`config.mk`:
```
export PLATFORM = sky130hd
export DESIGN_NAME = block_occupancy_release_scanner_top_flat
export DESIGN_NICKNAME = d
export VERILOG_FILES = /design/src/hw/rtl/bors_pkg.sv /design/src/hw/rtl/bors_if.sv /design/src/hw/rtl/bors_lane.sv /design/src/hw/rtl/bors_ctrl.sv /design/src/hw/rtl/block_occupancy_release_scanner_top.sv /design/src/flat_wrapper.sv
export SDC_FILE = /design/constraint.sdc
export NUM_CORES = 1
export LEC_CHECK = 0
export ABC_AREA = 1
export ABC_CLOCK_PERIOD_IN_PS = 2400
export BUFFER_PORTS_ARGS = -buffer_cell sky130_fd_sc_hd__buf_2
export CORE_UTILIZATION = 25
export DETAILED_ROUTE_END_ITERATION = 6
export SLEW_MARGIN = 25
export SYNTH_ARGS = -nofsm -noshare
export SYNTH_HDL_FRONTEND = slang
export SYNTH_SLANG_ARGS = --single-unit
```
`constraint.sdc`:
```
create_clock -name clock -period 2.4 [get_ports clock]
set_input_delay 0.24 -clock clock [delete_from_list [all_inputs] [get_ports clock]]
set_output_delay 0.24 -clock clock [all_outputs]
set_load 0.005 [all_outputs]
```
`src/hw/rtl/bors_pkg.sv`:
```
// Shared types and constants for the block occupancy release scanner.
// No dependencies; every other file of the block imports this package.
`timescale 1ns / 1ps
`default_nettype none

package bors_pkg;

   // Sections per side: default, and the ceiling set by one status byte per side
   localparam int SECTIONS_PER_SIDE_DEF = 8;
   localparam int LANES_MAX             = 8;
   localparam int SIDES                 = 2;
   localparam int TIME_W                = 8;
   localparam int STATUS_W              = SIDES * LANES_MAX;
   localparam int REQ_W                 = 3;

   // Request codes
   localparam logic [REQ_W-1:0] REQ_TICK = 3'd0;
   localparam logic [REQ_W-1:0] REQ_SCAN = 3'd1;
   localparam logic [REQ_W-1:0] REQ_RISE = 3'd2;
   localparam logic [REQ_W-1:0] REQ_FALL = 3'd3;
   localparam logic [REQ_W-1:0] REQ_LOAD = 3'd4;

   // Identification pattern held in the status word after reset
   localparam logic [7:0]          ID_LOW       = "H";
   localparam logic [7:0]          ID_HIGH      = "P";
   localparam logic [STATUS_W-1:0] STATUS_RESET = {ID_HIGH, ID_LOW};
   localparam logic [TIME_W-1:0]   TIME_RESET   = 8'd1;

   // Per-side lane control, produced by the sequencer for one transfer
   typedef struct packed {
      logic              tick_adv;   // timers of this side count up
      logic              scan_en;    // this side is being scanned
      logic              rel_en;     // power present: release check on this side
      logic [TIME_W-1:0] time_now;
      logic [TIME_W-1:0] restart;    // timer value for an occupied section
   } bors_lane_ctrl_type;

endpackage

`default_nettype wire

```
`src/hw/rtl/bors_if.sv`:
```
// Valid/ready channel interfaces for request and response transfers.
// Depends on bors_pkg for field widths.
`timescale 1ns / 1ps
`default_nettype none

interface bors_req_if;
   import bors_pkg::*;
   logic             valid;
   logic             ready;
   logic [REQ_W-1:0] req_type;
   logic [7:0]       block_levels;
   logic             power_check_level;
   logic             serial_in;
   logic             load_level;

   modport source (output valid, req_type, block_levels, power_check_level,
                   serial_in, load_level, input ready);
   modport sink   (input valid, req_type, block_levels, power_check_level,
                   serial_in, load_level, output ready);
endinterface

interface bors_rsp_if;
   import bors_pkg::*;
   logic                valid;
   logic                ready;
   logic                serial_out;
   logic [STATUS_W-1:0] occupancy;
   logic                active_side;

   modport source (output valid, serial_out, occupancy, active_side, input ready);
   modport sink   (input valid, serial_out, occupancy, active_side, output ready);
endinterface

`default_nettype wire

```
`src/hw/rtl/bors_lane.sv`:
```
// One section lane: hold timer and status bit of a single track section.
// Depends on bors_pkg for the lane control struct.
`timescale 1ns / 1ps
`default_nettype none

module bors_lane #(
   parameter logic STATUS_INIT = 1'b0
) (
   input  wire logic                        clock,
   input  wire logic                        reset,
   input  wire bors_pkg::bors_lane_ctrl_type ctrl,
   input  wire logic                        level,    // active low: 0 = occupied
   output logic                             status
);
   import bors_pkg::*;

   logic [TIME_W-1:0] timer_ff, timer_in;
   logic              status_ff, status_in;
   logic              hit;

   assign hit = ctrl.scan_en & ~level;

   always_comb begin
      timer_in  = timer_ff;
      status_in = status_ff;
      if (ctrl.tick_adv) begin
         timer_in = timer_ff + 1'b1;
      end else if (hit) begin
         timer_in = ctrl.restart;
      end
      // restart value is time-1, so a freshly hit section never matches
      if (hit) begin
         status_in = 1'b1;
      end else if (ctrl.rel_en && (timer_ff == ctrl.time_now)) begin
         status_in = 1'b0;
      end
   end

   always_ff @(posedge clock) begin
      if (reset) begin
         timer_ff  <= '0;
         status_ff <= STATUS_INIT;
      end else begin
         timer_ff  <= timer_in;
         status_ff <= status_in;
      end
   end

   assign status = status_ff;

endmodule

`default_nettype wire

```
`src/hw/rtl/bors_ctrl.sv`:
```
// Scan sequencer: millisecond time, freeze flags, side select, lane control decode.
// Depends on bors_pkg for request codes and the lane control struct.
`timescale 1ns / 1ps
`default_nettype none

module bors_ctrl (
   input  wire logic                         clock,
   input  wire logic                         reset,
   input  wire logic                         accept,
   input  wire logic [bors_pkg::REQ_W-1:0]   req_type,
   input  wire logic                         power_check_level,
   output bors_pkg::bors_lane_ctrl_type      lane_ctrl [bors_pkg::SIDES],
   output logic                              active_side
);
   import bors_pkg::*;

   logic [TIME_W-1:0] time_ff, time_in;
   logic [SIDES-1:0]  flags_ff, flags_in;
   logic              side_ff, side_in;
   logic              do_tick, do_scan;

   assign do_tick = accept && (req_type == REQ_TICK);
   assign do_scan = accept && (req_type == REQ_SCAN);

   always_comb begin
      time_in  = time_ff;
      flags_in = flags_ff;
      side_in  = side_ff;
      if (do_tick) begin
         time_in  = time_ff + 1'b1;
         flags_in = '1;
      end
      if (do_scan) begin
         side_in = ~side_ff;
         if (!power_check_level) begin
            flags_in[side_ff] = 1'b0;
         end
      end
   end

   always_ff @(posedge clock) begin
      if (reset) begin
         time_ff  <= TIME_RESET;
         flags_ff <= '0;
         side_ff  <= 1'b0;
      end else begin
         time_ff  <= time_in;
         flags_ff <= flags_in;
         side_ff  <= side_in;
      end
   end

   for (genvar s = 0; s < SIDES; s++) begin : g_side
      logic sel;
      assign sel                   = (side_ff == 1'(s));
      assign lane_ctrl[s].tick_adv = do_tick & flags_ff[s];
      assign lane_ctrl[s].scan_en  = do_scan & sel;
      assign lane_ctrl[s].rel_en   = do_scan & sel & ~power_check_level;
      assign lane_ctrl[s].time_now = time_ff;
      assign lane_ctrl[s].restart  = time_ff - 1'b1;
   end

   assign active_side = side_ff;

endmodule

`default_nettype wire

```
`src/hw/rtl/block_occupancy_release_scanner_top.sv`:
```
// Top level of the block occupancy release scanner: sequencer, section lanes,
// status merge, serial shifter and response register.
// Depends on bors_pkg, bors_if, bors_ctrl and bors_lane.
`timescale 1ns / 1ps
`default_nettype none

// The response to a transfer is registered and valid in the cycle after it.
// Throughput: one request per cycle; every section lane updates in parallel,
// so the only limit is the single response register draining.
// Reset (synchronous, active high): status word 0x5048, timers 0, time 1,
// side A, freeze flags and shifter clear, no response pending.
module block_occupancy_release_scanner_top #(
   parameter int SECTIONS_PER_SIDE = bors_pkg::SECTIONS_PER_SIDE_DEF
) (
   input  wire logic clock,
   input  wire logic reset,
   bors_req_if.sink  req_chan,
   bors_rsp_if.source rsp_chan
);
   import bors_pkg::*;

   // More sections than sense levels per side behave as a full side
   localparam int LANES = (SECTIONS_PER_SIDE > LANES_MAX) ? LANES_MAX : SECTIONS_PER_SIDE;

   logic                accept;
   logic                rsp_valid_ff, rsp_valid_in;
   logic [STATUS_W-1:0] shift_ff, shift_in;
   logic                out_bit_ff, out_bit_in;
   logic [STATUS_W-1:0] occupancy;
   logic                active_side;
   bors_lane_ctrl_type  lane_ctrl [SIDES];

   // State only moves on an accepted transfer, and a transfer is accepted only
   // when the response slot is empty or being emptied, so the response fields
   // read straight from the state registers.
   assign req_chan.ready = ~rsp_valid_ff | rsp_chan.ready;
   assign accept         = req_chan.valid & req_chan.ready;

   bors_ctrl u_ctrl (
      .clock             (clock),
      .reset             (reset),
      .accept            (accept),
      .req_type          (req_chan.req_type),
      .power_check_level (req_chan.power_check_level),
      .lane_ctrl         (lane_ctrl),
      .active_side       (active_side)
   );

   // Section lanes; lanes past the configured count keep their reset bits
   for (genvar s = 0; s < SIDES; s++) begin : g_side
      for (genvar i = 0; i < LANES_MAX; i++) begin : g_lane
         if (i < LANES) begin : g_used
            bors_lane #(
               .STATUS_INIT (STATUS_RESET[s*LANES_MAX + i])
            ) u_lane (
               .clock  (clock),
               .reset  (reset),
               .ctrl   (lane_ctrl[s]),
               .level  (req_chan.block_levels[i]),
               .status (occupancy[s*LANES_MAX + i])
            );
         end else begin : g_unused
            assign occupancy[s*LANES_MAX + i] = STATUS_RESET[s*LANES_MAX + i];
         end
      end
   end

   // Daisy-chain shifter: rise shifts right unless held, fall drives bit 0, load takes the status word
   always_comb begin
      shift_in   = shift_ff;
      out_bit_in = out_bit_ff;
      if (accept) begin
         case (req_chan.req_type)
            REQ_RISE: begin
               if (!req_chan.load_level) begin
                  shift_in = {req_chan.serial_in, shift_ff[STATUS_W-1:1]};
               end
            end
            REQ_FALL: out_bit_in = shift_ff[0];
            REQ_LOAD: shift_in   = occupancy;
            default:  ;
         endcase
      end
   end

   always_comb begin
      rsp_valid_in = rsp_valid_ff;
      if (accept) begin
         rsp_valid_in = 1'b1;
      end else if (rsp_chan.ready) begin
         rsp_valid_in = 1'b0;
      end
   end

   always_ff @(posedge clock) begin
      if (reset) begin
         shift_ff     <= '0;
         out_bit_ff   <= 1'b0;
         rsp_valid_ff <= 1'b0;
      end else begin
         shift_ff     <= shift_in;
         out_bit_ff   <= out_bit_in;
         rsp_valid_ff <= rsp_valid_in;
      end
   end

   assign rsp_chan.valid       = rsp_valid_ff;
   assign rsp_chan.serial_out  = out_bit_ff;
   assign rsp_chan.occupancy   = occupancy;
   assign rsp_chan.active_side = active_side;

endmodule

`default_nettype wire

```
`src/flat_wrapper.sv`:
```
// flat-port wrapper written by rule: the top's interface ports become plain ports
module block_occupancy_release_scanner_top_flat import bors_pkg::*;
#(
   parameter int SECTIONS_PER_SIDE = bors_pkg::SECTIONS_PER_SIDE_DEF
)
  (clock, reset, req_chan_valid, req_chan_req_type, req_chan_block_levels, req_chan_power_check_level, req_chan_serial_in, req_chan_load_level, req_chan_ready, rsp_chan_valid, rsp_chan_serial_out, rsp_chan_occupancy, rsp_chan_active_side, rsp_chan_ready);
  bors_req_if req_chan_i ();
  bors_rsp_if rsp_chan_i ();
  input  wire logic clock;
  input  wire logic reset;
  input wire logic [$bits(req_chan_i.valid)-1:0] req_chan_valid;
  input wire logic [$bits(req_chan_i.req_type)-1:0] req_chan_req_type;
  input wire logic [$bits(req_chan_i.block_levels)-1:0] req_chan_block_levels;
  input wire logic [$bits(req_chan_i.power_check_level)-1:0] req_chan_power_check_level;
  input wire logic [$bits(req_chan_i.serial_in)-1:0] req_chan_serial_in;
  input wire logic [$bits(req_chan_i.load_level)-1:0] req_chan_load_level;
  output wire logic [$bits(req_chan_i.ready)-1:0] req_chan_ready;
  output wire logic [$bits(rsp_chan_i.valid)-1:0] rsp_chan_valid;
  output wire logic [$bits(rsp_chan_i.serial_out)-1:0] rsp_chan_serial_out;
  output wire logic [$bits(rsp_chan_i.occupancy)-1:0] rsp_chan_occupancy;
  output wire logic [$bits(rsp_chan_i.active_side)-1:0] rsp_chan_active_side;
  input wire logic [$bits(rsp_chan_i.ready)-1:0] rsp_chan_ready;
  assign req_chan_i.valid = req_chan_valid;
  assign req_chan_i.req_type = req_chan_req_type;
  assign req_chan_i.block_levels = req_chan_block_levels;
  assign req_chan_i.power_check_level = req_chan_power_check_level;
  assign req_chan_i.serial_in = req_chan_serial_in;
  assign req_chan_i.load_level = req_chan_load_level;
  assign req_chan_ready = req_chan_i.ready;
  assign rsp_chan_valid = rsp_chan_i.valid;
  assign rsp_chan_serial_out = rsp_chan_i.serial_out;
  assign rsp_chan_occupancy = rsp_chan_i.occupancy;
  assign rsp_chan_active_side = rsp_chan_i.active_side;
  assign rsp_chan_i.ready = rsp_chan_ready;
  block_occupancy_release_scanner_top #(.SECTIONS_PER_SIDE(SECTIONS_PER_SIDE)) u_core (.clock(clock), .reset(reset), .req_chan(req_chan_i), .rsp_chan(rsp_chan_i));
endmodule
```
## Yosys cells after proc, flatten, opt, wreduce, memory -nomap -nowiden

Index checks and enable logic that the tools add are counted.

| word-level totals | value |
|---|---|
| register bits after elaboration | 173 |
| logic and storage cells | 237 |

| cells by class | value |
|---|---|
| add/subtract/negate cells | 18 |
| order comparisons | 2 |
| equal/unequal tests | 21 |
| muxes and demuxes | 65 |
| bitwise logic cells | 37 |
| reductions and logical operators | 56 |

Operator list:

| operator | count |
|---|---|
| 2-to-1 mux 8 bit | 32 |
| adder 8 x 1 -> 8 bit, second input constant | 17 |
| == test 8 bit | 16 |
| nonzero test 2 bit | 30 |
| case mux 16 bit (2 select lines) | 1 |
| 2-to-1 mux 1 bit | 27 |
| bitwise AND 1 bit | 23 |
| logical AND 1 bit | 19 |
| 2-to-1 mux 16 bit | 1 |
| inverter 1 bit | 11 |
| OR reduction 2 bit | 4 |
| subtractor 8 x 1 -> 8 bit, second input constant | 1 |
| == test 3 x 2 -> 1 bit, second input constant | 2 |
| 2-to-1 mux 2 bit | 3 |
| == test 3 x 1 -> 1 bit, second input constant | 1 |
| == test 3 bit, second input constant | 1 |
| zero test 3 bit | 1 |
| AND reduction 3 bit | 1 |
| bitwise AND 2 bit | 1 |
| < comparator 1 x 2 -> 1 bit, second input constant | 1 |
| inequality test 2 bit, second input constant | 1 |
| inverter 2 bit | 1 |
| AND reduction 2 bit | 1 |
| demux 1 bit (select 1 bit) | 1 |
| 2 further kinds | 2 |

## Logic depth before layout (Yosys ltp)

| depth | value |
|---|---|
| depth after elaboration | 9 |
| gate-level depth with buffers | 12 |
| gate-level depth less buffers | 10 |

## Modules after synthesis

A second synthesis with hierarchy kept.

| second synthesis, totals | value |
|---|---|
| cell total of the unflattened synthesis | 2,098 |
| area total of the unflattened synthesis | 12,811.0 um^2 |

Modules (own cells, without submodules):

| module | times used | cells each | area each (um^2) |
|---|---|---|---|
| bors_lane at u_core.g_side[0].g_lane[0].g_used.u_lane ... | 12 | 113 | 689.4 |
| bors_lane at u_core.g_side[0].g_lane[3].g_used.u_lane ... | 4 | 112 | 673.1 |
| block_occupancy_release_scanner_top | 1 | 172 | 1,007.2 |
| bors_ctrl | 1 | 122 | 838.3 |

## Worst setup path before layout

No wires, ideal clock.

| path | value |
|---|---|
| path kind | register to register |
| from | register u_core.u_ctrl.time_ff[1] |
| to | register u_core.g_side[1].g_lane[1].g_used.u_lane.timer_ff[4] |
| library setup time | 70 ps |
| arrival | 1,716 ps |
| data required time | 2,330 ps |
| slack | 613 ps |
| cell stages (with the launch flop) | 11 |
| period minus slack after synthesis | 1,787 ps |
| path through | dfxtp_1 buf_2 inv_1 buf_1 ha_1 nand2_1 xor2_1 nand2_1 nand2_1 nand2_1 a21oi_1 |

| on the way | value |
|---|---|
| cells in the longest elaborated chain, start to end | 3 |

Ends and longest elaborated chain:

| item | line | source |
|---|---|---|
| start, declared | bors_ctrl.sv:17 | `logic [TIME_W-1:0] time_ff, time_in;` |
| start signal, assigned | bors_ctrl.sv:47 | `time_ff <= time_in;` |
| subtractor 8 x 1 -> 8 bit | bors_ctrl.sv:60 | `assign lane_ctrl[s].restart = time_ff - 1'b1;` |
| 2-to-1 mux 8 bit | bors_lane.sv:28 | `end else if (hit) begin` |
| 2-to-1 mux 8 bit | bors_lane.sv:26 | `if (ctrl.tick_adv) begin` |
| end signal, assigned | bors_lane.sv:44 | `timer_ff <= timer_in;` |
| end, declared | bors_lane.sv:17 | `logic [TIME_W-1:0] timer_ff, timer_in;` |

No other way between the ends. The select of a mux whose other input is x is not followed.
A chain may end at the register's enable or synchronous reset.

## Worst setup path in the final report

| path | value |
|---|---|
| from | register u_core.u_ctrl.time_ff[0] |
| to | register u_core.g_side[1].g_lane[1].g_used.u_lane.timer_ff[4] |

The elaborated chain is that of the path after synthesis.

==> flow_metrics.env <==
export IMPL_cp_start_kind="flip-flop"
export IMPL_syn_num_nets=1993
export IMPL_ys_ff_latch=173
export IMPL_internal_power_w=0.00466
export IMPL_cts_root_buffer_cell="clkbuf_16"
export IMPL_grt_pass1_wl_mm=59.2
export IMPL_seq_area_frac_synth_pct=29.4
export IMPL_crit_type="reg -> reg"
export IMPL_htreeDepth=4
export IMPL_crit_path_max_incr_delay_ns=0.45
export IMPL_path_clk_slew_ns=0.07
export IMPL_ir_worst_vdd_mv=0.527
export IMPL_pwr_share_comb_pct=6.5
export IMPL_antenna_left=0
export IMPL_pwr_share_clk_pct=46.8
export IMPL_grt_pass1_vias=11000
export IMPL_power_density_nw_per_um2=478
export IMPL_end_kind="flip-flop"
export IMPL_critical_path_top_delay_family="simple AND/OR/NAND/NOR gates"
export IMPL_status="finished clean"
export IMPL_core_rowCount=79
export IMPL_slew_viol_final=0
export IMPL_path_depth=8
export IMPL_initial_core_util_pct=25.3
export IMPL_final_hold_viol_count=0
export IMPL_finalSetupTns_ns=0
export IMPL_utilization_pct=28.3
export IMPL_num_vias=12100
export IMPL_hold_path_cell_count=3
export IMPL_die_h_um=219
export IMPL_core_um2=46600
export IMPL_worstReg2RegStart="u_core.u_ctrl.time_ff[0]"
export IMPL_worstPathRequired_ns=2.78
export IMPL_hpwl_mm=24.6
export IMPL_wl_per_cell_um=14.7
export IMPL_yosysWarnings=0
export IMPL_cts_resized_gates=0
export IMPL_viasPerCell=4.68
export IMPL_fillers=5082
export IMPL_drt_wl_total_mm=37.9
export IMPL_finalClockSkew_ns=0.0113
export IMPL_finalSetupViolCount=0
export IMPL_slowest_stage="nand2_1"
export IMPL_hold_class="in -> reg"
export IMPL_die_w_um=219
export IMPL_antenna_found_initial=2
export IMPL_route_detailed_drc=0
export IMPL_first_iter_violations=1111
export IMPL_period_needed_ns=2.03
export IMPL_arrival_ns=2.41
export IMPL_reg2regPathDepth=8
export IMPL_cts_tree="done"
export IMPL_p_sw_w=0.00163
export IMPL_maxSlewHeadroom_pct=57.6
export IMPL_worst_hold_path_endpoint="u_core.shift_ff[15]"
export IMPL_grt_ovfl_total=0
export IMPL_top_level_ports=38
export IMPL_cts_buffers=17
export IMPL_clock_fmax_ghz=0.493
export IMPL_first_pass_iters=5
export IMPL_rsz0062_at_grt="false"
export IMPL_final_nets=1998
export IMPL_clockBufferDepth=2
export IMPL_cpMostUsedCell="nand2_1"
export IMPL_syn_inst=1957
export IMPL_synthToLayoutAreaGrowth_pct=11.6
export IMPL_drive_gt1_share_pct=7.14
export IMPL_cts_sinks=173
export IMPL_port_buffers=37
export IMPL_path_cells="inv_1 > ha_1 > nand2_1 > xor2_1 > nand2_1 > nand2_1 > nand2_1 > a21oi_1"
export IMPL_ctsHoldBuffers=0
export IMPL_grt_use_total_pct=15.9
export IMPL_place_congestion=0.875
export IMPL_path_buf_inv=1
export IMPL_die_area_um2=48000
export IMPL_hp_start="req_chan_serial_in"
export IMPL_crit_path_max_fanout=8
export IMPL_insertion_delay_ns=0.45
export IMPL_pwr_share_seq_pct=46.8
export IMPL_r2r_setup_slack_ns=0.37
export IMPL_yosysUniqueCellTypes=28
export IMPL_fin_crit_sh_pct=84.5
export IMPL_postCtsSetupBuffers=0
export IMPL_cap_viol_max_count=0
export IMPL_worst_slew_pin_slew_ns=0.634
export IMPL_syn_cell_area_um2=11800
export IMPL_switching_share_pct=25.9
export IMPL_avgSynthCellArea_um2=6.02
export IMPL_p_leak_nw=6.22
export IMPL_grt_max_degree=76
## flip-flops by register name (all words and copies together), names as in the netlist
| register | cells |
|---|---|
| u_core.g_side.g_lane.g_used.u_lane.status | 16 |
| u_core.shift_ff | 16 |
| u_core.u_ctrl.active_side | 1 |
| u_core.rsp_chan.serial_out | 1 |
| u_core.u_ctrl.time_ff | 8 |
| u_core.rsp_chan.valid | 1 |
| u_core.u_ctrl.flags_ff | 2 |
| u_core.g_side.g_lane.g_used.u_lane.timer_ff | 128 |
## worst max path at each step
stage                             start   endpoint  slack, ns
3_3_place_gp   u_core.u_ctrl.time_ff[0]  flip-flop       0.42
6_report       u_core.u_ctrl.time_ff[0]  flip-flop       0.37
4_1_cts        u_core.u_ctrl.time_ff[0]  flip-flop       0.43
2_1_floorplan  u_core.u_ctrl.time_ff[1]  flip-flop       0.61
3_5_place_dp       req_chan_req_type[2]  flip-flop       0.41
5_1_grt        u_core.u_ctrl.time_ff[0]  flip-flop       0.23
## stage by stage
step                      setup slack (ns)  cells  cell area [um2]  hold slack [ns]  power [W]
final                                0.371   2584            13200           0.0511    0.00629
after detailed placement             0.407   2550            12500            0.473    0.00341
after floorplan                      0.613   1957            11800            0.395    0.00326
after global routing                 0.234   2584            13200           0.0563    0.00649
after CTS                            0.427   2582            13200           0.0471    0.00631
after global placement               0.424   2550            12500            0.462    0.00340
## tightest hold or removal path: cells and delay by family
kind,cells,cell delay (ns)
buffers and inverters,1,0.10
AOI/OAI and AO/OA,1,0.07
and+or+nand+nor,1,0.05
## layout make-up
cell class	instances	area [um2]	share of cell area [%]
Antenna cell	2	5.00	0.0380
Clock buffer	21	470	3.58
Clock inverter	11	133	1.01
Inverter	192	722	5.49
Multi-Input combinational cell	1505	7110	54.0
Sequential cell	173	3460	26.3
Tap cell	607	759	5.77
Timing Repair Buffer	73	493	3.75
## cells in the mapped netlist
cell,count,share of area [%]
nand2_2,18,0.96
nand3_2,1,0.085
clkbuf_1,36,1.1
nand2_4,3,0.29
clkinv_2,1,0.042
a21oi_2,1,0.074
clkinv_1,2,0.064
xnor2_1,78,5.8
xor2_1,47,3.5
dfxtp_1,173,29
nor2_1,236,7.5
buf_6,8,0.76
a21oi_1,73,3.1
buf_2,18,0.76
inv_2,9,0.29
nand3b_1,3,0.19
nor2_4,2,0.19
a31oi_1,16,0.85
ha_1,18,1.9
nand4_1,16,0.85
nor3_1,12,0.51
inv_1,180,5.7
buf_1,4,0.13
nand3_1,175,7.4
buf_4,21,1.3
nor2_8,1,0.17
nand2_1,685,22
o21ai_0,120,5.1
## cell families after synthesis
logic type | Yosys count | synth area share [%]
and+or+nand+nor | 1152 | 40.0
DFF | 173 | 29.4
AOI/OAI and AO/OA | 210 | 9.12
buffers and inverters | 279 | 10.3
xor gates and xnor gates | 125 | 9.29
adders and majority gates | 18 | 1.91
## power by group through the flow
stage | registers, W | clock network [W] | logic [W]
final | 0.00294 | 0.00294 | 0.000407
after global routing | 0.00295 | 0.00309 | 0.000448
after CTS | 0.00294 | 0.00296 | 0.000403
after detailed placement | 0.00301 | 0 | 0.000402
after global placement | 0.00301 | 0 | 0.000398
after floorplan | 0.00300 | 0 | 0.000268
## cells in the final DEF (no fill, tap or decap)
| cell | instances |
|---|---|
| a21oi_2 | 1 |
| clkinvlp_4 | 2 |
| a21oi_1 | 73 |
| diode_2 | 2 |
| clkinv_2 | 2 |
| bufinv_16 | 2 |
| inv_6 | 3 |
| o21ai_0 | 120 |
| buf_2 | 37 |
| clkbuf_16 | 17 |
| inv_1 | 179 |
| nand2_1 | 685 |
| buf_12 | 3 |
| a31oi_1 | 16 |
| xor2_1 | 47 |
| clkinv_4 | 3 |
| nor2_4 | 2 |
| clkinv_1 | 2 |
| nand4_1 | 16 |
| ha_1 | 18 |
| nor2_8 | 1 |
| nand2_2 | 18 |
| clkbuf_1 | 1 |
| nand3_1 | 175 |
| dfxtp_1 | 173 |
| nand2_4 | 3 |
| inv_2 | 10 |
| buf_4 | 33 |
| xnor2_1 | 78 |
| nor2_1 | 236 |
| clkbuf_8 | 3 |
| nand3_2 | 1 |
| nor3_1 | 12 |
| nand3b_1 | 3 |
## per-layer routing
metal	track usage [%]	vias up	part of all wire (%)	wire length, um
met4	6.67	0	3.4	1300
met1	20.4	5562	45	17200
li1	-	6112	-	-
met2	25.8	334	46	17200
met3	2.88	82	5.7	2160
met5	0	-	0	0
(Power assumes the default switching activity.)
